[src/hw/rtl/fpsd_pkg.sv]
// ----------------------------------------------------------------------------
// Q16.16 signed divide: shared types and constants
// Widths of the operands and of the long-division word, and the record that
// travels down the divide pipeline.
// ----------------------------------------------------------------------------
package fpsd_pkg;

    localparam int OperandWidth = 32;
    localparam int FracBits     = 16;
    localparam int QuotWidth    = OperandWidth + FracBits;

    typedef struct packed {
        logic [OperandWidth-1:0] rem;
        logic [QuotWidth-1:0]    qn;
        logic [OperandWidth-1:0] mb;
        logic                    neg;
        logic                    dz;
    } work_t;

endpackage

[src/hw/rtl/fpsd_post.sv]
// ----------------------------------------------------------------------------
// Q16.16 signed divide: result stage
// Applies the sign, handles a zero divisor, flags a lost integer part and
// holds the result beat.
// ----------------------------------------------------------------------------
module fpsd_post
(
    input  logic                                      clk,
    input  logic                                      rst_n,
    input  logic                                      up_valid,
    output logic                                      up_stall,
    input  fpsd_pkg::work_t                           up_work,
    output logic                                      result_valid,
    input  logic                                      result_stall,
    output logic signed [fpsd_pkg::OperandWidth-1:0]  quotient,
    output logic                                      divide_by_zero,
    output logic                                      wrapped
);

    logic                              valid_reg;
    logic                              valid_next;
    logic [fpsd_pkg::OperandWidth-1:0] quot_reg;
    logic [fpsd_pkg::OperandWidth-1:0] quot_next;
    logic                              dz_reg;
    logic                              dz_next;
    logic                              wrap_reg;
    logic                              wrap_next;
    logic                              load;
    logic [fpsd_pkg::OperandWidth-1:0] res;

    assign up_stall = valid_reg && result_stall;
    assign load     = !up_stall;
    assign res      = up_work.qn[fpsd_pkg::OperandWidth-1:0];

    always_comb
    begin
        valid_next = load ? up_valid : valid_reg;
        quot_next  = quot_reg;
        dz_next    = dz_reg;
        wrap_next  = wrap_reg;
        if (load && up_valid)
        begin
            dz_next = up_work.dz;
            if (up_work.dz)
            begin
                quot_next = '0;
                wrap_next = 1'b0;
            end
            else
            begin
                quot_next = up_work.neg ? (~res + 1'b1) : res;
                wrap_next = |up_work.qn[fpsd_pkg::QuotWidth-1:fpsd_pkg::OperandWidth];
            end
        end
    end

    always_ff @(posedge clk or negedge rst_n)
    begin
        if (!rst_n)
        begin
            valid_reg <= 1'b0;
        end
        else
        begin
            valid_reg <= valid_next;
        end
    end

    always_ff @(posedge clk)
    begin
        quot_reg <= quot_next;
        dz_reg   <= dz_next;
        wrap_reg <= wrap_next;
    end

    assign result_valid   = valid_reg;
    assign quotient       = quot_reg;
    assign divide_by_zero = dz_reg;
    assign wrapped        = wrap_reg;

endmodule
[config.mk]
export PLATFORM = sky130hd
export DESIGN_NAME = fpsd_post
export DESIGN_NICKNAME = d
export VERILOG_FILES = /design/src/hw/rtl/fpsd_pkg.sv /design/src/hw/rtl/fpsd_post.sv
export SDC_FILE = /design/constraint.sdc
export NUM_CORES = 1
export LEC_CHECK = 0
export BUFFER_PORTS_ARGS = -buffer_cell sky130_fd_sc_hd__buf_4
export CAP_MARGIN = 10
export CORE_ASPECT_RATIO = 0.7
export CORE_UTILIZATION = 40
export CTS_BUF_LIST = sky130_fd_sc_hd__clkbuf_8
export CTS_CLUSTER_SIZE = 8
export DETAILED_ROUTE_END_ITERATION = 8
export PLACE_DENSITY_LB_ADDON = 0.15
export SLEW_MARGIN = 20
export SYNTH_ARGS = -nofsm -noshare
export SYNTH_HDL_FRONTEND = slang
export SYNTH_SLANG_ARGS = --single-unit
export TNS_END_PERCENT = 10
[constraint.sdc]
create_clock -name clk -period 3.8 [get_ports clk]
set_clock_uncertainty 0.2 [all_clocks]
set_input_delay 0.76 -clock clk [delete_from_list [all_inputs] [get_ports clk]]
set_output_delay 0.76 -clock clk [all_outputs]
set_load 0.03 [all_outputs]
Word-level counts from Yosys, hierarchy flattened --
Index checks and enable logic that the tools add are counted.
Word-level totals: input bits 118, register bits 35
Operators by class: add/subtract/negate cells 1, mux-type cells 1, reduce and logical (&&, ||, !) cells 4, bitwise operators 1
Operators by type and width (count):
- adder 32 x 1 -> 32 bit (second input constant) | 1
- two-way mux 32 bit | 1
- NOT 32 bit | 1
- OR reduction 16 bit | 1
- logical AND 1 bit | 2
- logical NOT 1 bit | 1

Depth between registers and ports, before layout --
depth in word-level cells 3, gate-level depth with buffers 6, mapped depth without buffers 6

Least setup slack after synthesis --
OpenSTA, ideal clock, no wires.
path type input to register, start point input result_stall, end point register dz_reg (netlist: divide_by_zero), enable pin, cell stages on the path 2, data required time 3.171 ns, setup slack 0.591 ns, data arrival time 2.581 ns, cells stage by stage and2_1 > nor2b_1
Between the ends: word-level cells in the longest chain between the ends 3
RTL lines:
- start: declaration | line fpsd_post.sv:14 | input logic result_stall,
- logical AND 1 bit | line fpsd_post.sv:31 | assign up_stall = valid_reg && result_stall;
- logical NOT 1 bit | line fpsd_post.sv:32 | assign load = !up_stall;
- logical AND 1 bit | line fpsd_post.sv:41 | if (load && up_valid)
- end signal: assignment | line fpsd_post.sv:72 | dz_reg <= dz_next;
- end: declaration | line fpsd_post.sv:24 | logic dz_reg;
Every way passes these cells. A chain may end at the register's enable or synchronous reset.

Final worst setup path --
start point input up_work[34] (netlist bit), end point register quot_reg, in the netlist quotient[18] (data pin)
Between the ends: word-level cells in the longest chain between the ends 3
RTL lines:
- start: declaration | line fpsd_post.sv:12 | input fpsd_pkg::work_t up_work,
- NOT 32 bit | line fpsd_post.sv:51 | quot_next = up_work.neg ? (~res + 1'b1) : res;
- adder 32 x 1 -> 32 bit | line fpsd_post.sv:51
- two-way mux 32 bit | line fpsd_post.sv:51
- end signal: assignment | line fpsd_post.sv:71 | quot_reg <= quot_next;
- end: declaration | line fpsd_post.sv:22 | logic [fpsd_pkg::OperandWidth-1:0] quot_reg;
Every way passes these cells.

==> qor.yml <==
sta:
  slew_headroom_pct: 35.9
  finalCritPeriodShare_pct: 78.7
  max_freq_mhz: 334
  final-setup-viol-count: 0
  hold_viol_final: 0
  rsz0062_at_grt: "false"
  tightest_slew_ns: 0.960
  drv_slew: 0
  finalCriticalPeriod_ns: 2.99
  finalSetupTns_ns: 0
detailed_routing:
  drt_iter0_markers: 106
  postRouteAntennaNets: 0
  drc: 0
  drt-total-wl_um: 5420
  dr.pass1.iters: 4
  vias: 1979
  wl_per_cell_um: 14.6
  vias_per_cell: 5.35
synth:
  ys_seq_area_share_pct: 47.3
  synth_edf_count: 34
  syn_area_um2: 2210
  ys_ff_latch: 35
  synthCells: 214
  synth_nets: 333
  synth_cell_types: 43
  async_reset_ff_share_pct: 2.86
  synth_ff_type: "edfxtp_1"
  synth_area_per_cell_um2: 10.3
  yosysWarnings: 0
finish:
  antenna_cells: 0
  final_cell_mix: "buf_4 (89), nor2_1 (34), edfxtp_1 (34)"
  area_growth_pct: 36.1
  final_core_util_pct: 57.0
  final_layout_size_suffix_gt1_share_pct: 39.9
  instances_no_fill: 370
  multi_input_area_um2: 1090
  layout.nets: 416
  seq_area_um2: 1050
  fill_cells: 477
  layout_commonest_cell: "buf_4"
clock_tree:
  clockRootBuffer: "clkbuf_8"
  cts-htree-levels: 2
  cts_resized: 0
  cts_tree: "yes"
  cts_setup_buffers: 0
  clk_pin_slew_worst_paths_ns: 0.07
  clock_sinks: 35
  cts_buffer_depth: 2
  clk_latency_ns: 0.28
  hold_buffers: 0
  cts-buffers-inserted: 5
critical_path:
  cpPeakStageDelay_ns: 0.54
  cp_slowest_cell: "or3b_2"
  cp-end-kind: "register"
  crit_fanout: 5
  crit_type: "primary input to register"
  worstPathArrival_ns: 2.82
  worstPathCellList: "buf_4, inv_1, ha_1, or3b_2, or4_4, o41ai_1, mux2_1"
  required_ns: 3.63
  startpoint_type: "primary input"
floorplan:
  floorplan.initialDensity_pct: 41.9
  die_h_um: 64.2
  ios: 154
  core_area_um2: 5290
  dieWidth_um: 90.9
  rows: 22
  dieArea_um2: 5840
place:
  port_buffers: 89
  place_congestion: 0.756
  dp.cells: 362
  detailedPlacementHpwl_um: 3750
pwr:
  powerDensity_nw_per_um2: 332
  power_leakage_uw: 0.00119
  p_total_uw: 999
  peakVddDrop_v: 0.000189
job:
  cap_violations: 0
global_route:
  grt_pass1_vias: 1769
  grt_pass1_wl_um: 8700
  grt_util_all_layers_pct: 19.1
  antenna_found_initial: 0
  grt_overflow: 0
  grt_max_degree: 57
outcome:
  status: "finished, final reports clean"
hold_path:
  min_path_type: "primary input to asynchronous set/reset pin"
final timing paths:
path / startpoint / endpoint / slack, ns / cells after the start
max in group asynchronous: rst_n / result_valid / 3.29 / 1
max: up_work[34] / quotient[18] / 0.81 / 7
min in group clk: up_valid / result_valid / 0.48 / 2
max reg2reg: result_valid / quotient[27] / 1.88 / 2
min reg2reg: result_valid / result_valid / 0.50 / 2
min: rst_n / result_valid / 0.03 / 1
per-layer routing:
| metal | track usage (%) | part of all wire [%] | wire length, um | vias to the layer above |
|---|---|---|---|---|
| met4 | 5.95 | 1.0 | 55 | 0 |
| met5 | 0 | 0 | 0 | - |
| li1 | - | - | - | 965 |
| met3 | 4.88 | 8.1 | 440 | 7 |
| met1 | 28.2 | 50 | 2720 | 934 |
| met2 | 27.2 | 41 | 2200 | 73 |
cell type report:
cell class | instances | share of cell area, %
Sequential cell | 35 | 34.7
Clock buffer | 7 | 3.20
Timing Repair Buffer | 89 | 22.2
Tap cell | 72 | 2.99
Inverter | 4 | 0.498
Multi-Input combinational cell | 162 | 36.3
Clock inverter | 1 | 0.125
synthesized netlist by cell type, drive strengths merged, types with 2 or more instances:
cell	instances	area (um^2)
nand2b	3	18.8
a31oi	6	37.5
clkbuf	7	26.3
nor2b	17	106
nor3b	3	22.5
xor2	6	52.6
o311ai	2	17.5
mux2	16	180
nor3	10	50.1
o21ai	9	45.0
nor2	34	128
o41ai	2	17.5
a21oi	10	50.1
or4	8	71.3
xnor2	3	26.3
nor4	8	77.6
or3	5	32.5
o31ai	6	45.0
edfxtp	34	1020
nand2	2	7.51
inv	4	15.0
buf	6	40.0
sequential cells by signal (all words and copies together) (netlist names):
| signal | cells |
|---|---|
| quotient | 32 |
| wrapped | 1 |
| result_valid | 1 |
| divide_by_zero | 1 |
critical path: cells and delay by family:
family / cells / cell delay, ns
fa+ha+maj: 1 / 0.20
mux: 1 / 0.38
simple gates: 2 / 1.00
compound gates: 1 / 0.29
buf+inv: 2 / 0.19
where the power goes:
group | switching (uW) | internal (uW) | leakage (uW) | total, uW
logic | 134 | 105 | 0.000792 | 239
registers | 7.24 | 456 | 0.000344 | 463
clock network | 134 | 163 | 0.0000557 | 297
total | 276 | 723 | 0.00119 | 999
stage by stage:
step	area (um^2)	setup slack [ns]	hold slack, ns
floorplan	2210	0.591	0.264
global route	3010	0.706	0.0200
CTS	3010	0.811	0.0276
detailed placement	2910	0.515	0.337
finish	3010	0.810	0.0340
global placement	2910	0.550	0.336
cell families (layout without fill, tap and decap cells):
group                      count (synthesis)  in the layout  share of synthesized area (%)
buffers and inverters                     17            101                           3.67
DFF                                       35             35                           47.3
muxes                                     17             17                           8.59
and+or+nand+nor                           98             98                           25.9
adders and majority gates                  1              1                          0.565
AOI/OAI and AO/OA                         37             37                           10.5
xor gates and xnor gates                   9              9                           3.56
(Power assumes the default switching activity.)
