`src/hw/rtl/fpsd_pkg.sv`:
```
// ----------------------------------------------------------------------------
// Q16.16 signed divide: shared types and constants
// Widths of the operands and of the long-division word, and the record that
// travels down the divide pipeline.
// ----------------------------------------------------------------------------
package fpsd_pkg;

    localparam int OperandWidth = 32;
    localparam int FracBits     = 16;
    localparam int QuotWidth    = OperandWidth + FracBits;

    typedef struct packed {
        logic [OperandWidth-1:0] rem;
        logic [QuotWidth-1:0]    qn;
        logic [OperandWidth-1:0] mb;
        logic                    neg;
        logic                    dz;
    } work_t;

endpackage

```
`src/hw/rtl/fpsd_div_stage.sv`:
```
// ----------------------------------------------------------------------------
// Q16.16 signed divide: restoring divide stage
// Runs a fixed number of restoring quotient steps on the division word and
// registers the result.
// ----------------------------------------------------------------------------
module fpsd_div_stage #(
    parameter int STEPS = 4
)
(
    input  logic            clk,
    input  logic            rst_n,
    input  logic            up_valid,
    output logic            up_stall,
    input  fpsd_pkg::work_t up_work,
    output logic            dn_valid,
    input  logic            dn_stall,
    output fpsd_pkg::work_t dn_work
);

    logic            valid_reg;
    logic            valid_next;
    fpsd_pkg::work_t work_reg;
    fpsd_pkg::work_t work_next;
    fpsd_pkg::work_t stepped;
    logic            load;

    assign up_stall = valid_reg && dn_stall;
    assign load     = !up_stall;

    always_comb
    begin
        logic [fpsd_pkg::OperandWidth:0]   trial;
        logic [fpsd_pkg::OperandWidth-1:0] r;
        logic [fpsd_pkg::QuotWidth-1:0]    q;
        r = up_work.rem;
        q = up_work.qn;
        for (int i = 0; i < STEPS; i++)
        begin
            trial = {r, q[fpsd_pkg::QuotWidth-1]};
            q     = {q[fpsd_pkg::QuotWidth-2:0], 1'b0};
            if (trial >= {1'b0, up_work.mb})
            begin
                trial = trial - {1'b0, up_work.mb};
                q[0]  = 1'b1;
            end
            r = trial[fpsd_pkg::OperandWidth-1:0];
        end
        stepped     = up_work;
        stepped.rem = r;
        stepped.qn  = q;
    end

    always_comb
    begin
        valid_next = load ? up_valid : valid_reg;
        work_next  = (load && up_valid) ? stepped : work_reg;
    end

    always_ff @(posedge clk or negedge rst_n)
    begin
        if (!rst_n)
        begin
            valid_reg <= 1'b0;
        end
        else
        begin
            valid_reg <= valid_next;
        end
    end

    always_ff @(posedge clk)
    begin
        work_reg <= work_next;
    end

    assign dn_valid = valid_reg;
    assign dn_work  = work_reg;

endmodule

```
`config.mk`:
```
export PLATFORM = sky130hd
export DESIGN_NAME = fpsd_div_stage
export DESIGN_NICKNAME = d
export VERILOG_FILES = /design/src/hw/rtl/fpsd_pkg.sv /design/src/hw/rtl/fpsd_div_stage.sv
export SDC_FILE = /design/constraint.sdc
export NUM_CORES = 1
export LEC_CHECK = 0
export ABC_AREA = 0
export BUFFER_PORTS_ARGS = -buffer_cell sky130_fd_sc_hd__buf_2
export CORE_MARGIN = 2
export CORE_UTILIZATION = 40
export CTS_CLUSTER_DIAMETER = 80
export DETAILED_ROUTE_END_ITERATION = 8
export MAX_ROUTING_LAYER = met4
export PLACE_DENSITY = 0.7
export SLEW_MARGIN = 5
export SYNTH_ARGS = -nofsm -noshare
export SYNTH_HDL_FRONTEND = slang
export SYNTH_SLANG_ARGS = --single-unit
```
`constraint.sdc`:
```
create_clock -name clk -period 11.7 [get_ports clk]
set_clock_uncertainty 0.15 [all_clocks]
set_input_delay 2.34 -clock clk [delete_from_list [all_inputs] [get_ports clk]]
set_output_delay 2.34 -clock clk [all_outputs]
set_load 0.005 [all_outputs]
```
# Word level (Yosys, flattened, before mapping)
# Cells that the tools add are included.
# Widths: inputs -> output; s select.
# word_totals
reg_bits	115
elab_cells	25
# op_classes
add_sub_neg	4
magnitude_cmp	4
mux	8
n_reduce_logical	3
# ops
operator	count
$ge 33x32->1	4
$mux 32	4
$sub 32x32->32	4
$mux 1	4
$logic_and 1x1->1	2
$logic_not 1->1	1

# Longest topological paths before layout
# Gate-level depths: netlist of the first run.
# depth
ltp_word	8
ltp_mapped	56
ltp_nobuf	49

# Least setup slack after synthesis of the first run
# No wires, ideal clock.
# synth_timing
path_kind	input -> register
startpoint	in up_work[24] (netlist name)
endpoint	reg work_reg (netlist bit dn_work[100]) (data pin)
arrival_time_ps	12593
slack_ps	-1303
cell_stages	51
path_buffers	7
cell_sequence	inv_1 ha_1 a21oi_1 o21ai_1 a221oi_1 o21ai_1 o31ai_4 and2_1 buf_6 buf_2 clkbuf_1 o21ai_0 ha_1 and2_1 o2111a_1 o21a_1 o21ai_1 o31ai_2 (+15 left out) o21a_1 o211a_4 inv_2 buf_6 mux2_2 ha_1 a21oi_1 a21boi_0 o21a_1 o32a_1 a21oi_1 a21oi_1 a2111oi_0 o21ai_0 a211oi_1 mux2i_4 buf_4 mux2_2
# synth_rtl
item	line_no	text
from (decl)	fpsd_div_stage.sv:14	input fpsd_pkg::work_t up_work,
to (signal assigned)	fpsd_div_stage.sv:73	work_reg <= work_next;
to (decl)	fpsd_div_stage.sv:22	fpsd_pkg::work_t work_reg;

==> out/qor.csv, run 1 <==
metric;value;unit
status;complete, but fails checks;
violations;setup timing;
antenna_cells;0;
maxCapViolations;0;
nNetsFinal;2212;
area_delta_synth_final;61.27;%
cts_inserted_buffers;17;
place_area;17150;um2
end_kind;flop;
routed_via_density;5.312;
fin_crit;12200;ps
drtIter0Drc;826;
reg2reg_from;dn_valid$_DFFE_PN0N_;
setup-violations-final;33;
fin_area;18730;um2
rows;62;
crit_fanout;11;
p_per_area;353.8;nW/um2
ios;234;
hold_buffers;0;
die_w;174.4;um
avgSynthCellArea;9.636;um2
required;11710;ps
wl_per_cell;18.13;um
fmax;0.08193;GHz
fin_util;65.42;%
grt_pass1_wl;64.94;mm
critPathBufInv;8;
hp-start;dn_valid$_DFFE_PN0N_;
rr_worst_depth;3;
initial_core_util;40.56;%
tightest_slew;1129;ps
htree_levels;4;
hold_slack;544.8;ps
syn-num-nets;1455;
clk_transition_reported_paths;50;ps
drc;0;
hold-path-endpoint;dn_valid$_DFFE_PN0N_;
hold_path_class;reg2reg;
numPortBuffers;233;
slew_viol_final;0;
drive_gt1_share;50.78;%
cp_num_cells;49;
grt_setup_unrepaired;true;
grt_max_degree;77;
synthCells;1205;
wl;42.78;mm
cts_tree;yes;
ant_nets;0;
die_h;174.4;um
irDropWorstVdd;0.2015;mV
power.leakage;8.872;nW
rr_endpoint;dn_work[108]$_DFFE_PP_;
critPathMostFrequentCell;a21oi_2;
grt_pass1_vias;12410;
place_ws;-1244;ps
setup_tns;-15600;ps
slowest_delay;540;ps
setup_slack;-504.8;ps
core;28630;um2
cp_top_family;compound AO/OA/AOI/OAI gates;
ys_types;87;
grt_util_all_layers;28.04;%
die_area;30410;um2
synth_seq_area_share;29.70;%
drtPass1Iterations;5;
cts.sinks;115;
maxSlewHeadroom;24.54;%
final_cell_mix;buf_4, buf_2, edfxtp_1;
crit_arrival;12210;ps
ys.flop_type;edfxtp_1;
timing.final.crit_share;104.3;%
crit_path_top_delay_cell;or4_4;
clock_path_buffers;2;
min_path_cells;2;
ys.warnings.count;0;
crit_type;in2reg;
antenna_found_initial;0;
async_reset_ff_share;0.8696;%
layout_commonest_cell;buf_4;
worstSetupStartpointType;input pin;
synth-seq-cells;115;
hold_violations;0;
synth-edff-count;114;
clockRootBuffer;clkbuf_16;
vias;12530;
place.gp.congestion;0.9518;
reg2reg_slack;8770;ps
overflow;0;
hpwl;34.48;mm
worstSkewPairLatency;410;ps
syn_area;11610;um2
## cells by family after synthesis
| group | share of synthesized area, % |
|---|---|
| AND/OR/NAND/NOR | 11.78 |
| AO/OA/AOI/OAI | 21.83 |
| XOR/XNOR | 7.920 |
| buffers and inverters | 4.030 |
| multiplexers | 10.26 |
| flip-flops | 29.70 |
| adder cells (fa/ha/maj) | 14.48 |
## cell usage after synthesis (7+ instances only)
cell      count  area (um2)
a21boi_0      8       60.06
o31ai_1       9       67.56
a211oi_1     10       75.07
mux2_4       28       420.4
clkbuf_1      9       33.78
inv_1        80       300.3
and4_1        7       61.31
edfxtp_1    114        3423
nand2_1      70       262.8
o21bai_1     16       120.1
o21ai_1       8       40.04
ha_1        128        1602
mux2_2       42       473.0
nand2b_1     14       87.58
mux2i_1      23       230.2
a31oi_1       9       56.30
nor2_1       61       229.0
o21ai_0      71       355.3
o211ai_1      9       67.56
a21oi_1     108       540.5
nor3_1       17       85.08
o21a_1       18       135.1
xnor2_1      77       674.4
nand3_1      25       125.1
nor2b_1       9       56.30
and3_1       10       62.56
xor2_1       28       245.2
and2_1       11       68.82
a21o_1       57       427.9
nand4_1      20       125.1
## worst max-delay path by stage
stage | from | end | slack [ps]
floorplan | up_work[24] | dn_work[100]$_DFFE_PP_ | -560
global placement | up_work[81] | dn_work[83]$_DFFE_PP_ | -910
detailed placement | up_work[81] | dn_work[83]$_DFFE_PP_ | -1240
CTS | up_work[81] | dn_work[83]$_DFFE_PP_ | -400
global route | up_work[81] | dn_work[83]$_DFFE_PP_ | -790
finish | up_work[5] | dn_work[83]$_DFFE_PP_ | -500
## per-stage QoR
| stage | power [mW] | std cells |
|---|---|---|
| final | 6.626 | 2359 |
| after global routing | 7.052 | 2359 |
| after CTS | 6.395 | 2343 |
| after detailed placement | 5.403 | 2277 |
| after global placement | 5.300 | 2277 |
| after floorplan | 3.510 | 1205 |
## what timing repair did
item                                    CTS  global route
buffers inserted                         29            15
endpoints found under the setup margin   33            33
pin swaps                                23            29
gates cloned                              5             1
resized for setup                        90            43
## worst min-delay path, cell delays in order (launching register included)
cell,delay [ps]
dfrtp_1,330
and2_1,200
or2_2,130
## metal layers
metal  up-vias  track usage, %  routed length (um)
met3        57           2.756                2460
met1      5964           36.03               18810
met4         0           8.088                1022
met2       439           46.94               20480
li1       6070               -                   -
met5         -               -                   0
## cell type report
class / instances / area, um2
Multi-Input combinational cell: 985 / 8586
Tap cell: 384 / 480.5
Timing Repair inverter: 4 / 37.54
Clock inverter: 15 / 132.6
Inverter: 83 / 345.3
Timing Repair Buffer: 756 / 5270
Fill cell: 2299 / 9899
Sequential cell: 115 / 3448
Clock buffer: 17 / 425.4
## where the power goes
group          switching (mW)  leakage, nW  internal [mW]
Combinational            2.43         7.51           3.01
Clock                   0.201        0.267          0.293
Sequential             0.0213         1.09          0.667
## state kept, by name, indices dropped and copies added (netlist names)
signal / cells
dn_work: 114
dn_valid: 1
(Power assumes the default switching activity.)
==> inputs of run 2 (changes only) <==
--- a/config.mk
+++ b/config.mk
@@ -5,14 +5,15 @@
 export SDC_FILE = /design/constraint.sdc
 export NUM_CORES = 1
 export LEC_CHECK = 0
-export ABC_AREA = 0
+export ABC_AREA = 1
 export BUFFER_PORTS_ARGS = -buffer_cell sky130_fd_sc_hd__buf_2
+export CORE_ASPECT_RATIO = 1.1
 export CORE_MARGIN = 2
 export CORE_UTILIZATION = 40
 export CTS_CLUSTER_DIAMETER = 80
 export DETAILED_ROUTE_END_ITERATION = 8
 export MAX_ROUTING_LAYER = met4
-export PLACE_DENSITY = 0.7
+export PLACE_DENSITY = 0.69
 export SLEW_MARGIN = 5
 export SYNTH_ARGS = -nofsm -noshare
 export SYNTH_HDL_FRONTEND = slang
==> run 2 against run 1 <==
  * Largest power group unchanged
  * The run now ends clean
  * Cell count is 19% higher
  * Synthesized cell count is 59% higher
  * Routed wire length is 16% higher
  * Critical path depth is 4 higher
  * Die area is 11% higher
  * Sequential cell count stayed put
  * Count of clock-buffer cells in the layout stayed put
  * Critical path type unchanged
  * Global-route usage is 1.3 points higher
  * Fmax is 9.7% higher
  * Total power is 20% lower
==> out/qor.csv, run 2 <==
metric;value;unit
async_reset_ff_share;0.8696;%
maxCapViolations;0;
synth-edff-count;114;
muxShareOfSynthArea;0;%
place.gp.congestion;1.009;
grt_util_all_layers;29.32;%
synthCells;1914;
rr_endpoint;dn_work[110]$_DFFE_PP_;
grt_pass1_vias;13910;
vias;14670;
cp_top_family;simple AND/OR/NAND/NOR gates;
final_cell_mix;nand2_1, buf_2, inv_1;
grt_pass1_wl;73.84;mm
cts.sinks;115;
area_delta_synth_final;30.14;%
cts_tree;yes;
cts_setup_buffers;0;
setup_slack;572.1;ps
synth_seq_area_share;26.60;%
dpl.cell_count;2775;
die_h;192.8;um
layout_commonest_cell;nand2_1;
crit_arrival;11150;ps
hp-start;dn_valid$_DFFE_PN0N_;
maxSlewHeadroom;30.73;%
setup-violations-final;0;
synthTopCellsByCount;nand2_1, inv_1, a21oi_1;
avgSynthCellArea;6.772;um2
ys.flop_type;edfxtp_1;
drtIter0Drc;937;
synthAdderAreaFrac;12.97;%
ys.warnings.count;0;
hold-path-endpoint;dn_valid$_DFFE_PN0N_;
drtPass1Iterations;5;
synth-xor-area-share;6.419;%
fmax;0.08986;GHz
seqPwrFrac;12.4;%
stdcell_count;2807;
initial_core_util;40.36;%
wl_per_cell;17.67;um
synthSimpleGateAreaFrac;32.80;%
hold_violations;0;
p_int;2.816;mW
timing.final.crit_share;95.11;%
hold_buffers;0;
antenna_found_initial;0;
reg2reg_from;dn_valid$_DFFE_PN0N_;
hpwl;42.42;mm
critPathBufInv;12;
place_area;16290;um2
p_clk_share;9.2;%
crit_path_top_delay_cell;nor4_2;
reg2reg_slack;9030;ps
status;finished, final reports clean;
crit_type;in2reg;
wl;49.61;mm
numPortBuffers;233;
place_ws;34.48;ps
switching_share;46.80;%
core;32120;um2
rows;69;
drive_gt1_share;22.81;%
p_per_area;313.8;nW/um2
fin_area;16870;um2
multi_input_area;8438;um2
yosys-top-cells-area;edfxtp_1, nand2_1, ha_1;
cts_inserted_buffers;17;
ios;234;
critPathMostFrequentCell;nand2_1;
overflow;0;
synth.most_common_cell;nand2_1;
htree_levels;4;
required;11720;ps
ant_nets;0;
rr_worst_depth;4;
nNetsFinal;2620;
clk_transition_reported_paths;50;ps
synth-seq-cells;115;
syn-num-nets;2164;
switchingPower;2.477;mW
tightest_slew;1039;ps
ys_types;48;
worstSkewPairLatency;410;ps
synth_top_area_share;26.41;%
die_w;175.6;um
worstSetupStartpointType;input pin;
cts_resized;0;
clockRootBuffer;clkbuf_16;
fillers;3205;
end_kind;flop;
synth_top_family_by_area;simple AND/OR/NAND/NOR gates;
drc;0;
seq_area;3448;um2
fin_util;52.53;%
fin_crit;11130;ps
clock_path_buffers;2;
crit_fanout;34;
combPwrFrac;78.4;%
hold_path_class;reg2reg;
antenna_cells;0;
syn_area;12960;um2
die_area;33860;um2
irDropWorstVdd;0.1291;mV
grt_setup_unrepaired;false;
routed_via_density;5.226;
slew_viol_final;0;
min_path_cells;2;
grt_max_degree;86;
largest_reg_flops;114;
synth_top_area_cell;edfxtp_1;
setup_tns;0;ps
power.leakage;8.803;nW
synth_compound_area_share;12.60;%
slowest_delay;370;ps
run 2: cell types whose count changed in the layout (fill, tap and decap cells not counted), sizes merged, moves of 74 or more:
cell | previous run | this run
buf | 756 | 466
inv | 88 | 242
mux2 | 74 | 0
nand3 | 26 | 146
nor2 | 63 | 156
nand2 | 71 | 626
run 2: final cells by class:
type,instances,share of cell area [%]
Multi-Input combinational cell,1528,50.02
Sequential cell,115,20.44
Timing Repair Buffer,466,17.75
Inverter,242,5.399
Tap cell,426,3.160
Clock buffer,17,2.522
Clock inverter,13,0.7120
run 2: cell families (layout without fill, tap and decap cells):
logic type / count (synthesis) / count (layout)
XOR/XNOR: 95 / 95
AO/OA/AOI/OAI: 294 / 294
AND/OR/NAND/NOR: 1005 / 1007
adder cells (fa/ha/maj): 132 / 132
flip-flops: 115 / 115
buffers and inverters: 273 / 738
run 2: per-layer routing:
metal,vias to the layer above,routed length [um],global-route usage (%)
met2,565,24660,52.85
li1,7294,-,-
met4,0,1797,11.16
met1,6720,20570,33.87
met5,-,0,-
met3,90,2585,2.600
run 2: power groups by stage:
stage	Clock [mW]	Sequential, mW	Combinational, mW
after floorplan	0	0.679	2.30
after global placement	0	0.664	3.99
after detailed placement	0	0.665	4.06
after CTS	0.498	0.658	4.08
after global routing	0.511	0.663	4.57
final	0.489	0.656	4.15
run 2: worst max-delay path by stage:
| stage | from | to | slack (ps) | depth (start not counted) |
|---|---|---|---|---|
| after floorplan | up_work[26] | dn_work[111]$_DFFE_PP_ | 1880 | 54 |
| after global placement | up_work[25] | dn_work[97]$_DFFE_PP_ | 240 | 49 |
| after detailed placement | up_work[9] | dn_work[97]$_DFFE_PP_ | 30 | 51 |
| after global routing | up_work[9] | dn_work[99]$_DFFE_PP_ | 20 | 57 |
| after CTS | up_work[9] | dn_work[86]$_DFFE_PP_ | 450 | 51 |
| final | up_work[9] | dn_work[97]$_DFFE_PP_ | 570 | 53 |
run 2: per-stage QoR:
stage	hold slack [ps]	total power, mW
global route	375.8	5.748
finish	332.0	5.294
floorplan	332.5	2.979
global placement	325.3	4.653
detailed placement	324.2	4.724
CTS	337.5	5.237
run 2: worst reg2reg max path, cell delays in order, from the launching register on:
cell and delay (ps):
dfrtp_1 370, nand2_1 80, inv_1 70, nor2_4 630, buf_4 890
