File: config.mk
export PLATFORM = sky130hd
export DESIGN_NAME = fpsd_pre
export DESIGN_NICKNAME = d
export VERILOG_FILES = /design/src/hw/rtl/fpsd_pkg.sv /design/src/hw/rtl/fpsd_pre.sv
export SDC_FILE = /design/constraint.sdc
export NUM_CORES = 1
export LEC_CHECK = 0
export BUFFER_PORTS_ARGS = -buffer_cell sky130_fd_sc_hd__buf_4
export CORE_MARGIN = 2
export CORE_UTILIZATION = 51
export DETAILED_ROUTE_END_ITERATION = 10
export GPL_ROUTABILITY_DRIVEN = 1
export GPL_TIMING_DRIVEN = 0
export PLACE_DENSITY = 0.9
export SETUP_SLACK_MARGIN = 0.1
export SLEW_MARGIN = 20
export SYNTH_ARGS = -nofsm -noshare
export SYNTH_HDL_FRONTEND = slang
export SYNTH_SLANG_ARGS = --single-unit
export TNS_END_PERCENT = 10
File: constraint.sdc
create_clock -name clk -period 5.93 [get_ports clk]
set_input_delay 0 -clock clk [delete_from_list [all_inputs] [get_ports clk]]
set_output_delay 0 -clock clk [all_outputs]
set_load 0.03 [all_outputs]
File: src/hw/rtl/fpsd_pkg.sv
// ----------------------------------------------------------------------------
// Q16.16 signed divide: shared types and constants
// Widths of the operands and of the long-division word, and the record that
// travels down the divide pipeline.
// ----------------------------------------------------------------------------
package fpsd_pkg;

    localparam int OperandWidth = 32;
    localparam int FracBits     = 16;
    localparam int QuotWidth    = OperandWidth + FracBits;

    typedef struct packed {
        logic [OperandWidth-1:0] rem;
        logic [QuotWidth-1:0]    qn;
        logic [OperandWidth-1:0] mb;
        logic                    neg;
        logic                    dz;
    } work_t;

endpackage

File: src/hw/rtl/fpsd_pre.sv
// ----------------------------------------------------------------------------
// Q16.16 signed divide: operand stage
// Takes the magnitudes and the result sign and loads the division word.
// ----------------------------------------------------------------------------
module fpsd_pre
(
    input  logic                                clk,
    input  logic                                rst_n,
    input  logic                                up_valid,
    output logic                                up_stall,
    input  logic signed [fpsd_pkg::OperandWidth-1:0] dividend,
    input  logic signed [fpsd_pkg::OperandWidth-1:0] divisor,
    output logic                                dn_valid,
    input  logic                                dn_stall,
    output fpsd_pkg::work_t                     dn_work
);

    logic            valid_reg;
    logic            valid_next;
    fpsd_pkg::work_t work_reg;
    fpsd_pkg::work_t work_next;
    logic            load;
    logic [fpsd_pkg::OperandWidth-1:0] ma;
    logic [fpsd_pkg::OperandWidth-1:0] mb;

    assign up_stall = valid_reg && dn_stall;
    assign load     = !up_stall;

    assign ma = dividend[fpsd_pkg::OperandWidth-1] ? (~dividend + 1'b1) : dividend;
    assign mb = divisor[fpsd_pkg::OperandWidth-1] ? (~divisor + 1'b1) : divisor;

    always_comb
    begin
        valid_next = load ? up_valid : valid_reg;
        work_next  = work_reg;
        if (load && up_valid)
        begin
            work_next.rem = '0;
            work_next.qn  = {ma, {fpsd_pkg::FracBits{1'b0}}};
            work_next.mb  = mb;
            work_next.neg = dividend[fpsd_pkg::OperandWidth-1]
                            ^ divisor[fpsd_pkg::OperandWidth-1];
            work_next.dz  = (divisor == '0);
        end
    end

    always_ff @(posedge clk or negedge rst_n)
    begin
        if (!rst_n)
        begin
            valid_reg <= 1'b0;
        end
        else
        begin
            valid_reg <= valid_next;
        end
    end

    always_ff @(posedge clk)
    begin
        work_reg <= work_next;
    end

    assign dn_valid = valid_reg;
    assign dn_work  = work_reg;

endmodule

Word level (Yosys, flattened, before mapping)
Index checks and enable logic that the tools add are counted.
{"block": "op_classes", "n_addsub": 2, "mux": 2, "n_bitwise": 3, "n_reduce_logical": 4}
{"cell": "$add 32x1->32 const B", "n": 2}
{"cell": "$not 32->32", "n": 2}
{"cell": "$mux 31", "n": 2}
{"cell": "$logic_not 32->1", "n": 1}
{"cell": "$logic_and 1x1->1", "n": 2}
{"cell": "$logic_not 1->1", "n": 1}
{"cell": "$xor 1x1->1", "n": 1}
{"block": "word_totals", "register_bits": 67, "inputBits": 68, "out_inout_bits": 116, "word_cells": 18}

Logic depth before layout (Yosys ltp)
Gate-level depths: netlist (run 1).
{"block": "logic_depth", "depth_word": 3, "ltp_mapped": 6, "ltp_nobuf": 6}

Least setup slack after synthesis (run 1)
No wires, ideal clock.
{"block": "synth_timing", "path_type": "reg-to-reg", "start": "register valid_reg, in the netlist dn_valid", "end": "register work_reg, in the netlist dn_work[0] (enable)", "setup_time_ns": 0.497, "t_arrival_ns": 3.758, "t_required_ns": 5.433, "slack_ns": 1.675, "path_stages_with_launch": 3, "n_path_buf": 0, "synth_period_minus_slack_ns": 4.255, "path_cell_list": "dfrtp_1 > and2_1 > nor2b_1"}
{"block": "synth_between", "elab_chain_len": 3}
{"item": "from (decl)", "line_no": "fpsd_pre.sv:18", "rtl": "logic valid_reg;"}
{"item": "from (signal assigned)", "line_no": "fpsd_pre.sv:55", "rtl": "valid_reg <= valid_next;"}
{"item": "$logic_and 1x1->1", "line_no": "fpsd_pre.sv:26", "rtl": "assign up_stall = valid_reg && dn_stall;"}
{"item": "via up_stall", "line_no": "fpsd_pre.sv:10", "rtl": "output logic up_stall,"}
{"item": "$logic_not 1->1", "line_no": "fpsd_pre.sv:27", "rtl": "assign load = !up_stall;"}
{"item": "$logic_and 1x1->1", "line_no": "fpsd_pre.sv:36", "rtl": "if (load && up_valid)"}
{"item": "to (signal assigned)", "line_no": "fpsd_pre.sv:61", "rtl": "work_reg <= work_next;"}
{"item": "to (decl)", "line_no": "fpsd_pre.sv:20", "rtl": "fpsd_pkg::work_t work_reg;"}
The timed path passes the listed nets, and every way through them passes these cells.
A chain may end at the register's enable or synchronous reset.

Final worst setup path (run 1)
{"block": "layout_timing", "start": "input divisor[0] (netlist bit)", "end": "register work_reg, in the netlist dn_work[30], data pin"}
{"block": "layout_between", "elab_chain_len": 3}
{"item": "from (decl)", "line_no": "fpsd_pre.sv:12", "rtl": "input logic signed [fpsd_pkg::OperandWidth-1:0] divisor,"}
{"item": "$not 32->32", "line_no": "fpsd_pre.sv:30", "rtl": "assign mb = divisor[fpsd_pkg::OperandWidth-1] ? (~divisor + 1'b1) : divisor;"}
{"item": "$add 32x1->32", "line_no": "fpsd_pre.sv:30"}
{"item": "$mux 31", "line_no": "fpsd_pre.sv:30"}
{"item": "via mb, one bit", "line_no": "fpsd_pre.sv:24", "rtl": "logic [fpsd_pkg::OperandWidth-1:0] mb;"}
The timed path passes the listed nets, and every way through them passes these cells.

==> results.sh, run 1 <==
export IMPL_outcome="finished clean"
export IMPL_setup_reg_to_reg_worst_slack_ns=4.01
export IMPL_whs_endpoint="dn_work[60]"
export IMPL_fin_tns_setup_ns=0
export IMPL_hold_path_cell_count=2
export IMPL_critical_path_reg2reg_startpoint="dn_valid"
export IMPL_layout_drive_gt1_share_pct=36.63
export IMPL_synth_seq_cells=67
export IMPL_hold_path_startpoint="dividend[10]"
export IMPL_remaining_max_slew_budget_at_the_tightest_pin_pct=42.86
export IMPL_cts_root_buffer_cell="sky130_fd_sc_hd__clkbuf_8"
export IMPL_synth_enable_flop_cells=66
export IMPL_clk_transition_reported_paths_ns=0.08
export IMPL_effective_utilization_at_floorplan_pct=51.88
export IMPL_detailedRoute_firstPassIterationCount=7
export IMPL_final_nets=654
export IMPL_post_synth_top_area_fraction_pct=50.22
export IMPL_timing_critical_path_buf_inv=3
export IMPL_tritoncts="built"
export IMPL_worst_r2r_cell_count=4
export IMPL_cp_start_kind="primary input"
export IMPL_first_pass_grt_wire_length_mm=19.11
export IMPL_hold_viol=0
export IMPL_grt_pass1_vias=3657
export IMPL_critical_path_required_ns=6.01
export IMPL_total_routed_wirelength_mm=12.67
export IMPL_arrival_ns=2.24
export IMPL_yosys_most_used_dff="sky130_fd_sc_hd__edfxtp_1"
export IMPL_cts_htree_levels=3
export IMPL_tightest_slew_ns=0.8500
export IMPL_dieArea_sq_um=8458
export IMPL_setup_repair_after_global_routing_missed_its_margin="no"
export IMPL_timing_hold_worst_class="primary input to flip-flop"
export IMPL_fp_dieW_um=91.97
export IMPL_synth_yosys_warnings=0
export IMPL_viasPerCell=5.466
export IMPL_slew_viols_final=0
export IMPL_fp_coreArea_sq_um=7607
export IMPL_synth_top_cells_by_area="sky130_fd_sc_hd__edfxtp_1 50%, sky130_fd_sc_hd__xnor2_1 12%, sky130_fd_sc_hd__buf_4 9.1%"
export IMPL_mappedNetlistArea_sq_um=3946
export IMPL_setup_viol_count_final=0
export IMPL_synth_cells=339
export IMPL_share_of_the_yosys_chip_area_belonging_to_registers_pct=50.86
export IMPL_post_place_ws_ns=4.025
export IMPL_cp_top_family="buffers and inverters"
export IMPL_clkSinkCount=67
export IMPL_timing_final_crit_period_ns=2.158
export IMPL_clk_path_buf_depth=2
export IMPL_grt_antenna_before_repair=0
export IMPL_diodes=0
export IMPL_rd_place_congestion=0.8775
export IMPL_powerDensity_nw_per_um2=228.7
export IMPL_clock_insertion_delay_worst_skew_ns=0.35
export IMPL_cp_slowest_stage_delay_ns=0.53
export IMPL_dr_first_iter_drc_count=487
export IMPL_wl_per_cell_um=18.39
export IMPL_numCtsBuffers=9
export IMPL_synth_area_leader_cell="sky130_fd_sc_hd__edfxtp_1"
export IMPL_power_ir_vdd_worst_mv=0.1290
export IMPL_number_of_top_level_design_ports=184
export IMPL_grtUsageTotal_pct=29.85
export IMPL_route_detailed_drc=0
export IMPL_asyncSetResetFlopFracSynth_pct=1.493
export IMPL_total_leakage_power_uw=0.002483
export IMPL_grt_ovfl_total=0
export IMPL_fmaxAchievable_mhz=463.3
export IMPL_hpwl_after_detailed_placement_mm=7.795
export IMPL_maxCapViolations=0
export IMPL_layout_area_overhead_vs_synth_pct=52.50
export IMPL_drt_antenna_violating_nets=0
export IMPL_cp_max_fo=6
export IMPL_vias=3766
export IMPL_worst_slack_on_hold_paths_ns=0.004564
export IMPL_cp_cell_sequence="dlygate4sd3_1 > buf_4 > inv_1 > ha_1 > nor3b_1 > nand4_1 > o41ai_1 > xnor2_1"
export IMPL_synthesis_area_per_instance_sq_um=11.64
export IMPL_post_route_period_util_pct=36.40
export IMPL_worst_setup_end_kind="flip-flop"
export IMPL_timing_rr_end="dn_work[2]"
export IMPL_rows=32
export IMPL_synth_lib_cells_used_distinct=39
export IMPL_die_height_um=91.97
export IMPL_pin_count_of_the_biggest_net_entering_global_routing=27
export IMPL_timing_clock_skew_ns=0.008512
export IMPL_cts_resized_gates=0
export IMPL_critPathSlowestCell="sky130_fd_sc_hd__dlygate4sd3_1"
export IMPL_io_buffers=134
export IMPL_critPathKind="primary input to flip-flop"
export IMPL_post_route_worst_setup_slack_ns=3.772
cell usage after synthesis, drive strengths merged, types with 7 or more instances:
library cell	instances
xnor2	53
o31ai	12
nor3	7
buf	49
nand4	7
nand2	24
nor2	12
edfxtp	66
inv	7
o41ai	11
nor4	20
o21ai	17
flip-flops by register name, summed over array words and instances, names as in the netlist:
name,cells
dn_valid,1
dn_work,66
worst max-delay path by stage:
stage          cells after the start       start          end
2_1_floorplan                      2    dn_valid   dn_work[0]
3_3_place_gp                       2    dn_valid   dn_work[2]
3_5_place_dp                       4    dn_valid   dn_work[2]
4_1_cts                            8  divisor[0]  dn_work[30]
5_1_grt                            8  divisor[0]  dn_work[30]
6_report                           8  divisor[0]  dn_work[30]
report_power, final:
group          leakage (uW)  internal, uW  switching [uW]  total (uW)
clock network      0.000103           236             181         417
registers          0.000641           566            12.4         578
logic               0.00174           156             225         381
area by class of cell:
cell class              instances  area (sq um)
well taps                     102         127.6
clock inverters                 5         77.57
plain buffers                  54         382.9
inverters                       7         26.28
repair buffers                185          1551
clock buffers                  11         131.4
flip-flops and latches         67          2007
fillers                       452          1589
multi-input cells             258          1714
cells in the final DEF, fill, tap and decap left out, types with 2 or more instances in the layout:
| master | count |
|---|---|
| sky130_fd_sc_hd__buf_4 | 182 |
| sky130_fd_sc_hd__edfxtp_1 | 66 |
| sky130_fd_sc_hd__xnor2_1 | 53 |
| sky130_fd_sc_hd__dlygate4sd3_1 | 49 |
| sky130_fd_sc_hd__conb_1 | 48 |
| sky130_fd_sc_hd__nand2_1 | 24 |
| sky130_fd_sc_hd__o21ai_0 | 17 |
| sky130_fd_sc_hd__nor4_1 | 15 |
| sky130_fd_sc_hd__nor2_1 | 12 |
| sky130_fd_sc_hd__o31ai_1 | 12 |
| sky130_fd_sc_hd__clkbuf_8 | 9 |
| sky130_fd_sc_hd__inv_1 | 7 |
| sky130_fd_sc_hd__nor3_1 | 7 |
| sky130_fd_sc_hd__clkbuf_1 | 7 |
| sky130_fd_sc_hd__o41ai_1 | 7 |
| sky130_fd_sc_hd__xor2_1 | 6 |
| sky130_fd_sc_hd__nand3_1 | 6 |
| sky130_fd_sc_hd__nand4_1 | 5 |
| sky130_fd_sc_hd__a21oi_1 | 5 |
| sky130_fd_sc_hd__or3_1 | 4 |
| sky130_fd_sc_hd__o41ai_2 | 4 |
| sky130_fd_sc_hd__ha_1 | 4 |
| sky130_fd_sc_hd__nor4_4 | 3 |
| sky130_fd_sc_hd__or2_2 | 3 |
| sky130_fd_sc_hd__nand2b_1 | 3 |
| sky130_fd_sc_hd__nand4_2 | 2 |
| sky130_fd_sc_hd__nor4_2 | 2 |
| sky130_fd_sc_hd__nand4b_1 | 2 |
| sky130_fd_sc_hd__nor2b_1 | 2 |
| sky130_fd_sc_hd__a31oi_1 | 2 |
| sky130_fd_sc_hd__bufinv_16 | 2 |
| sky130_fd_sc_hd__clkinv_2 | 2 |
| sky130_fd_sc_hd__buf_16 | 2 |
layer usage:
metal	vias to the layer above	wire, um	share of wire, %	global-route usage [%]
met2	365	6244	49	50.37
li1	1647	-	-	-
met1	1684	4189	33	34.67
met4	0	722	5.7	18.66
met3	70	1513	12	6.245
met5	-	0	0	0
cells by family (layout without fill, tap and decap cells):
group           after synthesis  after routing  synth area share [%]
other cells                   1             48               0.09503
compound gates               48             48                 8.814
simple gates                 99             99                 15.50
xor+xnor                     59             59                 13.09
flops                        67             67                 50.86
fa+ha+maj                     4              4                 1.268
buf+inv                      61            262                 10.37
timing repair:
item,CTS,global route
setup buffers,0,0
endpoints found under the hold margin,48,0
hold buffers,49,0
per-stage QoR:
stage	cell area, sq um	power, uW	cells	utilization [%]
after CTS	6018	1355	689	79.11
after floorplan	4123	795.6	386	-
after detailed placement	5319	927.9	624	69.92
after global placement	5256	916.8	622	69.10
after global routing	6018	1415	689	79.11
final	6018	1376	689	79.11
No activity file was read; power rests on OpenSTA's default activity.
==> inputs of run 2 (changes only) <==
--- a/config.mk
+++ b/config.mk
@@ -7,11 +7,11 @@
 export LEC_CHECK = 0
 export BUFFER_PORTS_ARGS = -buffer_cell sky130_fd_sc_hd__buf_4
 export CORE_MARGIN = 2
-export CORE_UTILIZATION = 51
+export CORE_UTILIZATION = 43
 export DETAILED_ROUTE_END_ITERATION = 10
 export GPL_ROUTABILITY_DRIVEN = 1
 export GPL_TIMING_DRIVEN = 0
-export PLACE_DENSITY = 0.9
+export PLACE_DENSITY = 0.82
 export SETUP_SLACK_MARGIN = 0.1
 export SLEW_MARGIN = 20
 export SYNTH_ARGS = -nofsm -noshare
==> constraint.sdc (replaced) <==
create_clock -name clk -period 1.79 [get_ports clk]
set_input_delay 0 -clock clk [delete_from_list [all_inputs] [get_ports clk]]
set_output_delay 0 -clock clk [all_outputs]
set_load 0.03 [all_outputs]
==> run 2 against run 1 <==
Effect of this change:
- cell count up 2.6%
- largest cell class is now buffers
- worst setup slack got worse by 3.7 ns
- clock-buffer cell count down 1
- critical path type unchanged
- non-clock buffer count grew 11
- wire length fell by 5.8%
- combinational power rose to 3.3 times the previous value
==> results.sh, run 2 (synthesis gave the netlist of run 1 again) <==
export IMPL_outcome="finished clean"
export IMPL_post_place_ws_ns=-0.06972
export IMPL_timing_final_crit_period_ns=1.715
export IMPL_place_detailed_instances=630
export IMPL_cp_cell_sequence="dlygate4sd3_1 > buf_4 > nor4_1 > nand2b_4 > o41ai_2 > xnor2_1"
export IMPL_clock_insertion_delay_worst_skew_ns=0.35
export IMPL_grtUsageTotal_pct=23.70
export IMPL_hpwl_after_detailed_placement_mm=7.902
export IMPL_wl_per_cell_um=16.87
export IMPL_pin_count_of_the_biggest_net_entering_global_routing=25
export IMPL_vias=3658
export IMPL_timing_critical_path_buf_inv=2
export IMPL_first_pass_grt_wire_length_mm=18.22
export IMPL_timing_clock_skew_ns=0.009662
export IMPL_multi_input_comb_area_sq_um=1748
export IMPL_layout_filler_cells=599
export IMPL_fin_tns_setup_ns=0
export IMPL_critPathSlowestCell="sky130_fd_sc_hd__dlygate4sd3_1"
export IMPL_final_nets=666
export IMPL_layout_area_overhead_vs_synth_pct=56.91
export IMPL_met2_wirelength_from_detailed_routing_mm=5.948
export IMPL_final_seq_area_sq_um=2008
export IMPL_clkSinkCount=67
export IMPL_viasPerCell=5.174
export IMPL_fp_dieW_um=99.80
export IMPL_met1_length_mm=4.445
export IMPL_drt_antenna_violating_nets=0
export IMPL_arrival_ns=1.83
export IMPL_post_route_period_util_pct=95.82
export IMPL_post_route_cell_area_sq_um=6192
export IMPL_setup_repair_after_global_routing_missed_its_margin="yes"
export IMPL_timing_hold_worst_class="primary input to flip-flop"
export IMPL_remaining_max_slew_budget_at_the_tightest_pin_pct=43.55
export IMPL_clk_path_buf_depth=2
export IMPL_worst_slack_on_hold_paths_ns=0.007800
export IMPL_worst_setup_end_kind="flip-flop"
export IMPL_route_detailed_drc=0
export IMPL_maxCapViolations=0
export IMPL_rows=34
export IMPL_fmaxAchievable_mhz=583.1
export IMPL_powerDensity_nw_per_um2=754.0
export IMPL_most_common_layout_cells="183 x sky130_fd_sc_hd__buf_4, 66 x sky130_fd_sc_hd__edfxtp_1, 59 x sky130_fd_sc_hd__dlygate4sd3_1"
export IMPL_cts_root_buffer_cell="sky130_fd_sc_hd__clkbuf_8"
export IMPL_tightest_slew_ns=0.8397
export IMPL_power_ir_vdd_worst_mv=0.3599
export IMPL_grt_antenna_before_repair=0
export IMPL_post_route_worst_setup_slack_ns=0.07488
export IMPL_critical_path_required_ns=1.91
export IMPL_dieArea_sq_um=9960
export IMPL_number_of_top_level_design_ports=184
export IMPL_setup_reg_to_reg_worst_slack_ns=0.12
export IMPL_total_leakage_power_uw=0.002556
export IMPL_tritoncts="built"
export IMPL_slew_viols_final=0
export IMPL_effective_utilization_at_floorplan_pct=44.81
export IMPL_cp_top_family="buffers and inverters"
export IMPL_largest_reg_flops=66
export IMPL_dr_first_iter_drc_count=270
export IMPL_rd_place_congestion=0.8596
export IMPL_grt_pass1_vias=3595
export IMPL_final_cell_count_no_fill=707
export IMPL_layout_cells_most_common="sky130_fd_sc_hd__buf_4"
export IMPL_numCtsBuffers=9
export IMPL_diodes=0
export IMPL_met3_wirelength_from_detailed_routing_mm=1.139
export IMPL_layout_drive_gt1_share_pct=37.40
export IMPL_cp_max_fo=6
export IMPL_total_routed_wirelength_mm=11.93
export IMPL_setup_viol_count_final=0
export IMPL_die_height_um=99.80
export IMPL_cp_start_kind="primary input"
export IMPL_grt_ovfl_total=0
export IMPL_detailedRoute_firstPassIterationCount=4
export IMPL_fp_coreArea_sq_um=8806
export IMPL_detailed_place_area_sq_um=5330
export IMPL_critPathKind="primary input to flip-flop"
export IMPL_clk_transition_reported_paths_ns=0.08
export IMPL_cp_slowest_stage_delay_ns=0.57
export IMPL_io_buffers=134
export IMPL_hold_viol=0
export IMPL_cts_htree_levels=3
export IMPL_top_layer_reached_by_signal_wires="met4"
[run 2: cell count changes in the layout (fill, tap and decap cells not counted), moves of 2 or more]
cell	before	now
sky130_fd_sc_hd__clkbuf_1	7	5
sky130_fd_sc_hd__clkinv_2	2	0
sky130_fd_sc_hd__clkinv_4	0	2
sky130_fd_sc_hd__dlygate4sd3_1	49	59
sky130_fd_sc_hd__inv_6	0	2
sky130_fd_sc_hd__o41ai_1	7	4
sky130_fd_sc_hd__o41ai_2	4	7
[run 2: routing by layer]
metal	up-vias	track usage (%)
met5	-	0
met4	0	10.96
met3	41	5.919
met2	270	39.29
met1	1675	29.23
li1	1672	-
[run 2: path summary, 6_finish.rpt]
| kind | startpoint | to | cells past startpoint |
|---|---|---|---|
| max | dividend[22] | dn_work[79] | 6 |
| min | divisor[6] | dn_work[8] | 2 |
| max reg2reg | dn_valid | dn_work[56] | 4 |
| min reg2reg | dn_valid | dn_valid | 2 |
| max in group asynchronous | rst_n | dn_valid | 3 |
| min in group asynchronous | rst_n | dn_valid | 3 |
[run 2: timing repair]
action                                  4_1_cts  5_1_grt
cloned                                        1        0
setup buffers                                 0        1
endpoints found under the setup margin       24       35
endpoints found under the hold margin        58        0
pin swaps                                     0        0
hold buffers                                 59        0
resized for setup                             0        4
[run 2: worst reg2reg max path, cell delays in order, from the launching register on]
cell and delay, ns:
sky130_fd_sc_hd__dfrtp_2 0.41, sky130_fd_sc_hd__and2_4 0.17, sky130_fd_sc_hd__nor2b_4 0.36, sky130_fd_sc_hd__buf_16 0.24
sky130_fd_sc_hd__buf_16 0.19
[run 2: area by class of cell]
type                            instances  share of cell area (%)
Sequential cell                        67                   32.43
Buffer                                 54                   6.183
Timing Repair Buffer                  196                   26.79
Clock inverter                          6                   1.536
Clock buffer                           10                   2.223
Tap cell                              108                   2.182
Multi-Input combinational cell        259                   28.23
Inverter                                7                  0.4243
[run 2: stage by stage]
stage | utilization, % | total power (uW)
6_report | 70.32 | 4669
3_3_place_gp | 59.90 | 3040
3_5_place_dp | 60.53 | 3076
5_1_grt | 70.32 | 4827
2_1_floorplan | - | 2633
4_1_cts | 69.98 | 4639
[run 2: power breakdown]
group	leakage (uW)	switching [uW]	internal, uW	total (uW)
registers	0.000640	34.0	1870	1910
clock network	0.000117	652	837	1490
logic	0.00180	737	536	1270
==> inputs of run 3 (changes only) <==
--- a/config.mk
+++ b/config.mk
@@ -7,11 +7,11 @@
 export LEC_CHECK = 0
 export BUFFER_PORTS_ARGS = -buffer_cell sky130_fd_sc_hd__buf_4
 export CORE_MARGIN = 2
-export CORE_UTILIZATION = 43
+export CORE_UTILIZATION = 40
 export DETAILED_ROUTE_END_ITERATION = 10
 export GPL_ROUTABILITY_DRIVEN = 1
 export GPL_TIMING_DRIVEN = 0
-export PLACE_DENSITY = 0.82
+export PLACE_DENSITY = 0.69
 export SETUP_SLACK_MARGIN = 0.1
 export SLEW_MARGIN = 20
 export SYNTH_ARGS = -nofsm -noshare
==> run 3 against run 2 <==
Effect of this change:
- worst setup slack improved by 0.075 ns
- sequential power barely moved
- critical path type unchanged
- global-route usage shrank 3.6 points
- flip-flop and latch count stayed put
- highest routed layer unchanged
- hold slack improved by 0.028 ns
- maximum frequency rose by 4.5%
- total power shrank 3.6%
- clock skew about the same
- critical endpoint is now dn_work[30]
- sequential share of layout area rose by 0.059 points
- critical path depth did not move
- via count fell by 5.3%
==> results.sh, run 3 (synthesis gave the netlist of run 1 again) <==
export IMPL_wl_per_cell_um=15.04
export IMPL_viasPerCell=4.740
export IMPL_clk_transition_reported_paths_ns=0.07
export IMPL_clkSinkCount=67
export IMPL_number_of_top_level_design_ports=184
export IMPL_clock_insertion_delay_worst_skew_ns=0.35
export IMPL_total_routed_wirelength_mm=11.00
export IMPL_most_common_layout_cells="182 x sky130_fd_sc_hd__buf_4, 66 x sky130_fd_sc_hd__edfxtp_1, 59 x sky130_fd_sc_hd__dlygate4sd3_1"
export IMPL_arrival_ns=1.73
export IMPL_cts_repair_timing_setup_buffer_count=0
export IMPL_hpwl_after_detailed_placement_mm=7.924
export IMPL_vias=3465
export IMPL_cp_max_fo=5
export IMPL_cp_cell_sequence="dlygate4sd3_1 > buf_4 > nor4_2 > nand2_1 > o41ai_1 > xnor2_1"
export IMPL_power_ir_vdd_worst_mv=0.3361
export IMPL_grt_ovfl_total=0
export IMPL_pin_count_of_the_biggest_net_entering_global_routing=26
export IMPL_cp_slowest_stage_delay_ns=0.54
export IMPL_worst_r2r_cell_count=3
export IMPL_tightest_slew_ns=0.7016
export IMPL_final_nets=665
export IMPL_hold_viol=0
export IMPL_dieArea_sq_um=10680
export IMPL_slew_viols_final=0
export IMPL_grt_pass1_vias=3374
export IMPL_cts_htree_levels=3
export IMPL_fp_dieW_um=103.3
export IMPL_timing_clock_skew_ns=0.009456
export IMPL_grtUsageTotal_pct=20.08
export IMPL_layout_area_overhead_vs_synth_pct=56.63
export IMPL_tritoncts="built"
export IMPL_effective_utilization_at_floorplan_pct=40.75
export IMPL_cp_start_kind="primary input"
export IMPL_die_height_um=103.3
export IMPL_total_leakage_power_uw=0.002528
export IMPL_grt_antenna_before_repair=0
export IMPL_cts_root_buffer_cell="sky130_fd_sc_hd__clkbuf_8"
export IMPL_post_place_ws_ns=-0.1691
export IMPL_rd_place_congestion=0.8606
export IMPL_detailedRoute_firstPassIterationCount=4
export IMPL_fmaxAchievable_mhz=609.5
export IMPL_post_route_period_util_pct=91.65
export IMPL_critical_path_required_ns=1.88
export IMPL_critPathKind="primary input to flip-flop"
export IMPL_io_buffers=134
export IMPL_drt_antenna_violating_nets=0
export IMPL_rows=36
export IMPL_remaining_max_slew_budget_at_the_tightest_pin_pct=52.84
export IMPL_timing_hold_worst_class="primary input to flip-flop"
export IMPL_place_detailed_instances=655
export IMPL_setup_viol_count_final=0
export IMPL_fp_coreArea_sq_um=9684
export IMPL_critPathSlowestCell="sky130_fd_sc_hd__dlygate4sd3_1"
export IMPL_outcome="finished clean"
export IMPL_dr_first_iter_drc_count=181
export IMPL_setup_repair_after_global_routing_missed_its_margin="yes"
export IMPL_first_pass_grt_wire_length_mm=16.15
export IMPL_post_route_worst_setup_slack_ns=0.1494
export IMPL_numCtsBuffers=9
export IMPL_clk_path_buf_depth=2
export IMPL_layout_drive_gt1_share_pct=36.79
export IMPL_timing_final_crit_period_ns=1.641
export IMPL_final_cell_count_no_fill=731
export IMPL_route_detailed_drc=0
export IMPL_totalPowerFinal_uw=4503
export IMPL_fin_tns_setup_ns=0
export IMPL_hold_path_cell_count=2
export IMPL_final_core_utilization_pct=63.82
export IMPL_worst_setup_end_kind="flip-flop"
export IMPL_largest_reg_flops=66
export IMPL_powerDensity_nw_per_um2=728.5
export IMPL_maxCapViolations=0
export IMPL_layout_cells_most_common="sky130_fd_sc_hd__buf_4"
export IMPL_diodes=0
==> run 3: cell types whose count changed in the layout (fill, tap and decap cells not counted), moves of 2 or more <==
cell                         previous run  this run
sky130_fd_sc_hd__clkinvlp_4             0         2
sky130_fd_sc_hd__o41ai_1                4         7
sky130_fd_sc_hd__o41ai_2                7         4
sky130_fd_sc_hd__clkbuf_8              10        12
sky130_fd_sc_hd__inv_6                  2         0
sky130_fd_sc_hd__clkinv_4               2         0
==> run 3: worst paths after layout <==
path / slack [ns] / endpoint / start
max in group asynchronous: 1.16 / dn_valid / rst_n
max reg2reg: 0.25 / dn_work[53] / dn_valid
min in group asynchronous: 0.51 / dn_valid / rst_n
max: 0.15 / dn_work[30] / divisor[22]
min reg2reg: 0.68 / dn_valid / dn_valid
min: 0.04 / dn_work[61] / dividend[11]
==> run 3: critical path: cells and delay by family <==
family,cells,cell delay (ns)
XOR/XNOR,1,0.11
AO/OA/AOI/OAI,1,0.48
buffers and inverters,2,0.70
AND/OR/NAND/NOR,2,0.45
==> run 3: cell type report <==
| cell class | instances | area [sq um] |
|---|---|---|
| Clock buffer | 13 | 168.9 |
| Multi-Input combinational cell | 259 | 1732 |
| Fill cell | 774 | 3503 |
| Clock inverter | 3 | 45.04 |
| Sequential cell | 67 | 2008 |
| Buffer | 54 | 382.9 |
| Timing Repair Buffer | 195 | 1652 |
| Inverter | 7 | 26.28 |
| Tap cell | 133 | 166.4 |
==> run 3: what timing repair did <==
action,4_1_cts,5_1_grt
gates cloned,1,0
endpoints found under the hold margin,57,1
gates resized for setup,0,1
hold buffers,58,1
endpoints found under the setup margin,48,6
pin swaps,0,0
==> run 3: where the power goes <==
part	total [uW]	switching (uW)	leakage, uW	internal, uW
clock network	1340	583	0.000102	758
registers	1910	34.1	0.000640	1870
logic	1250	719	0.00179	534
total	4500	1340	0.00253	3170
==> run 3: per-layer routing <==
metal	wire length, um	vias to the layer above	global-route usage, %	part of all wire [%]
met1	4590	1619	24.84	42
met2	5489	161	34.07	50
met5	0	-	0	0
li1	-	1673	-	-
met3	746	12	4.570	6.8
met4	169	0	8.097	1.5
==> run 3: metrics by stage <==
step,area (sq um),hold WS [ns]
finish,6181,0.03587
global route,6181,0.01393
CTS,6165,0.001897
detailed placement,5361,-0.2228
global placement,5306,-0.2244
floorplan,4134,-0.2956
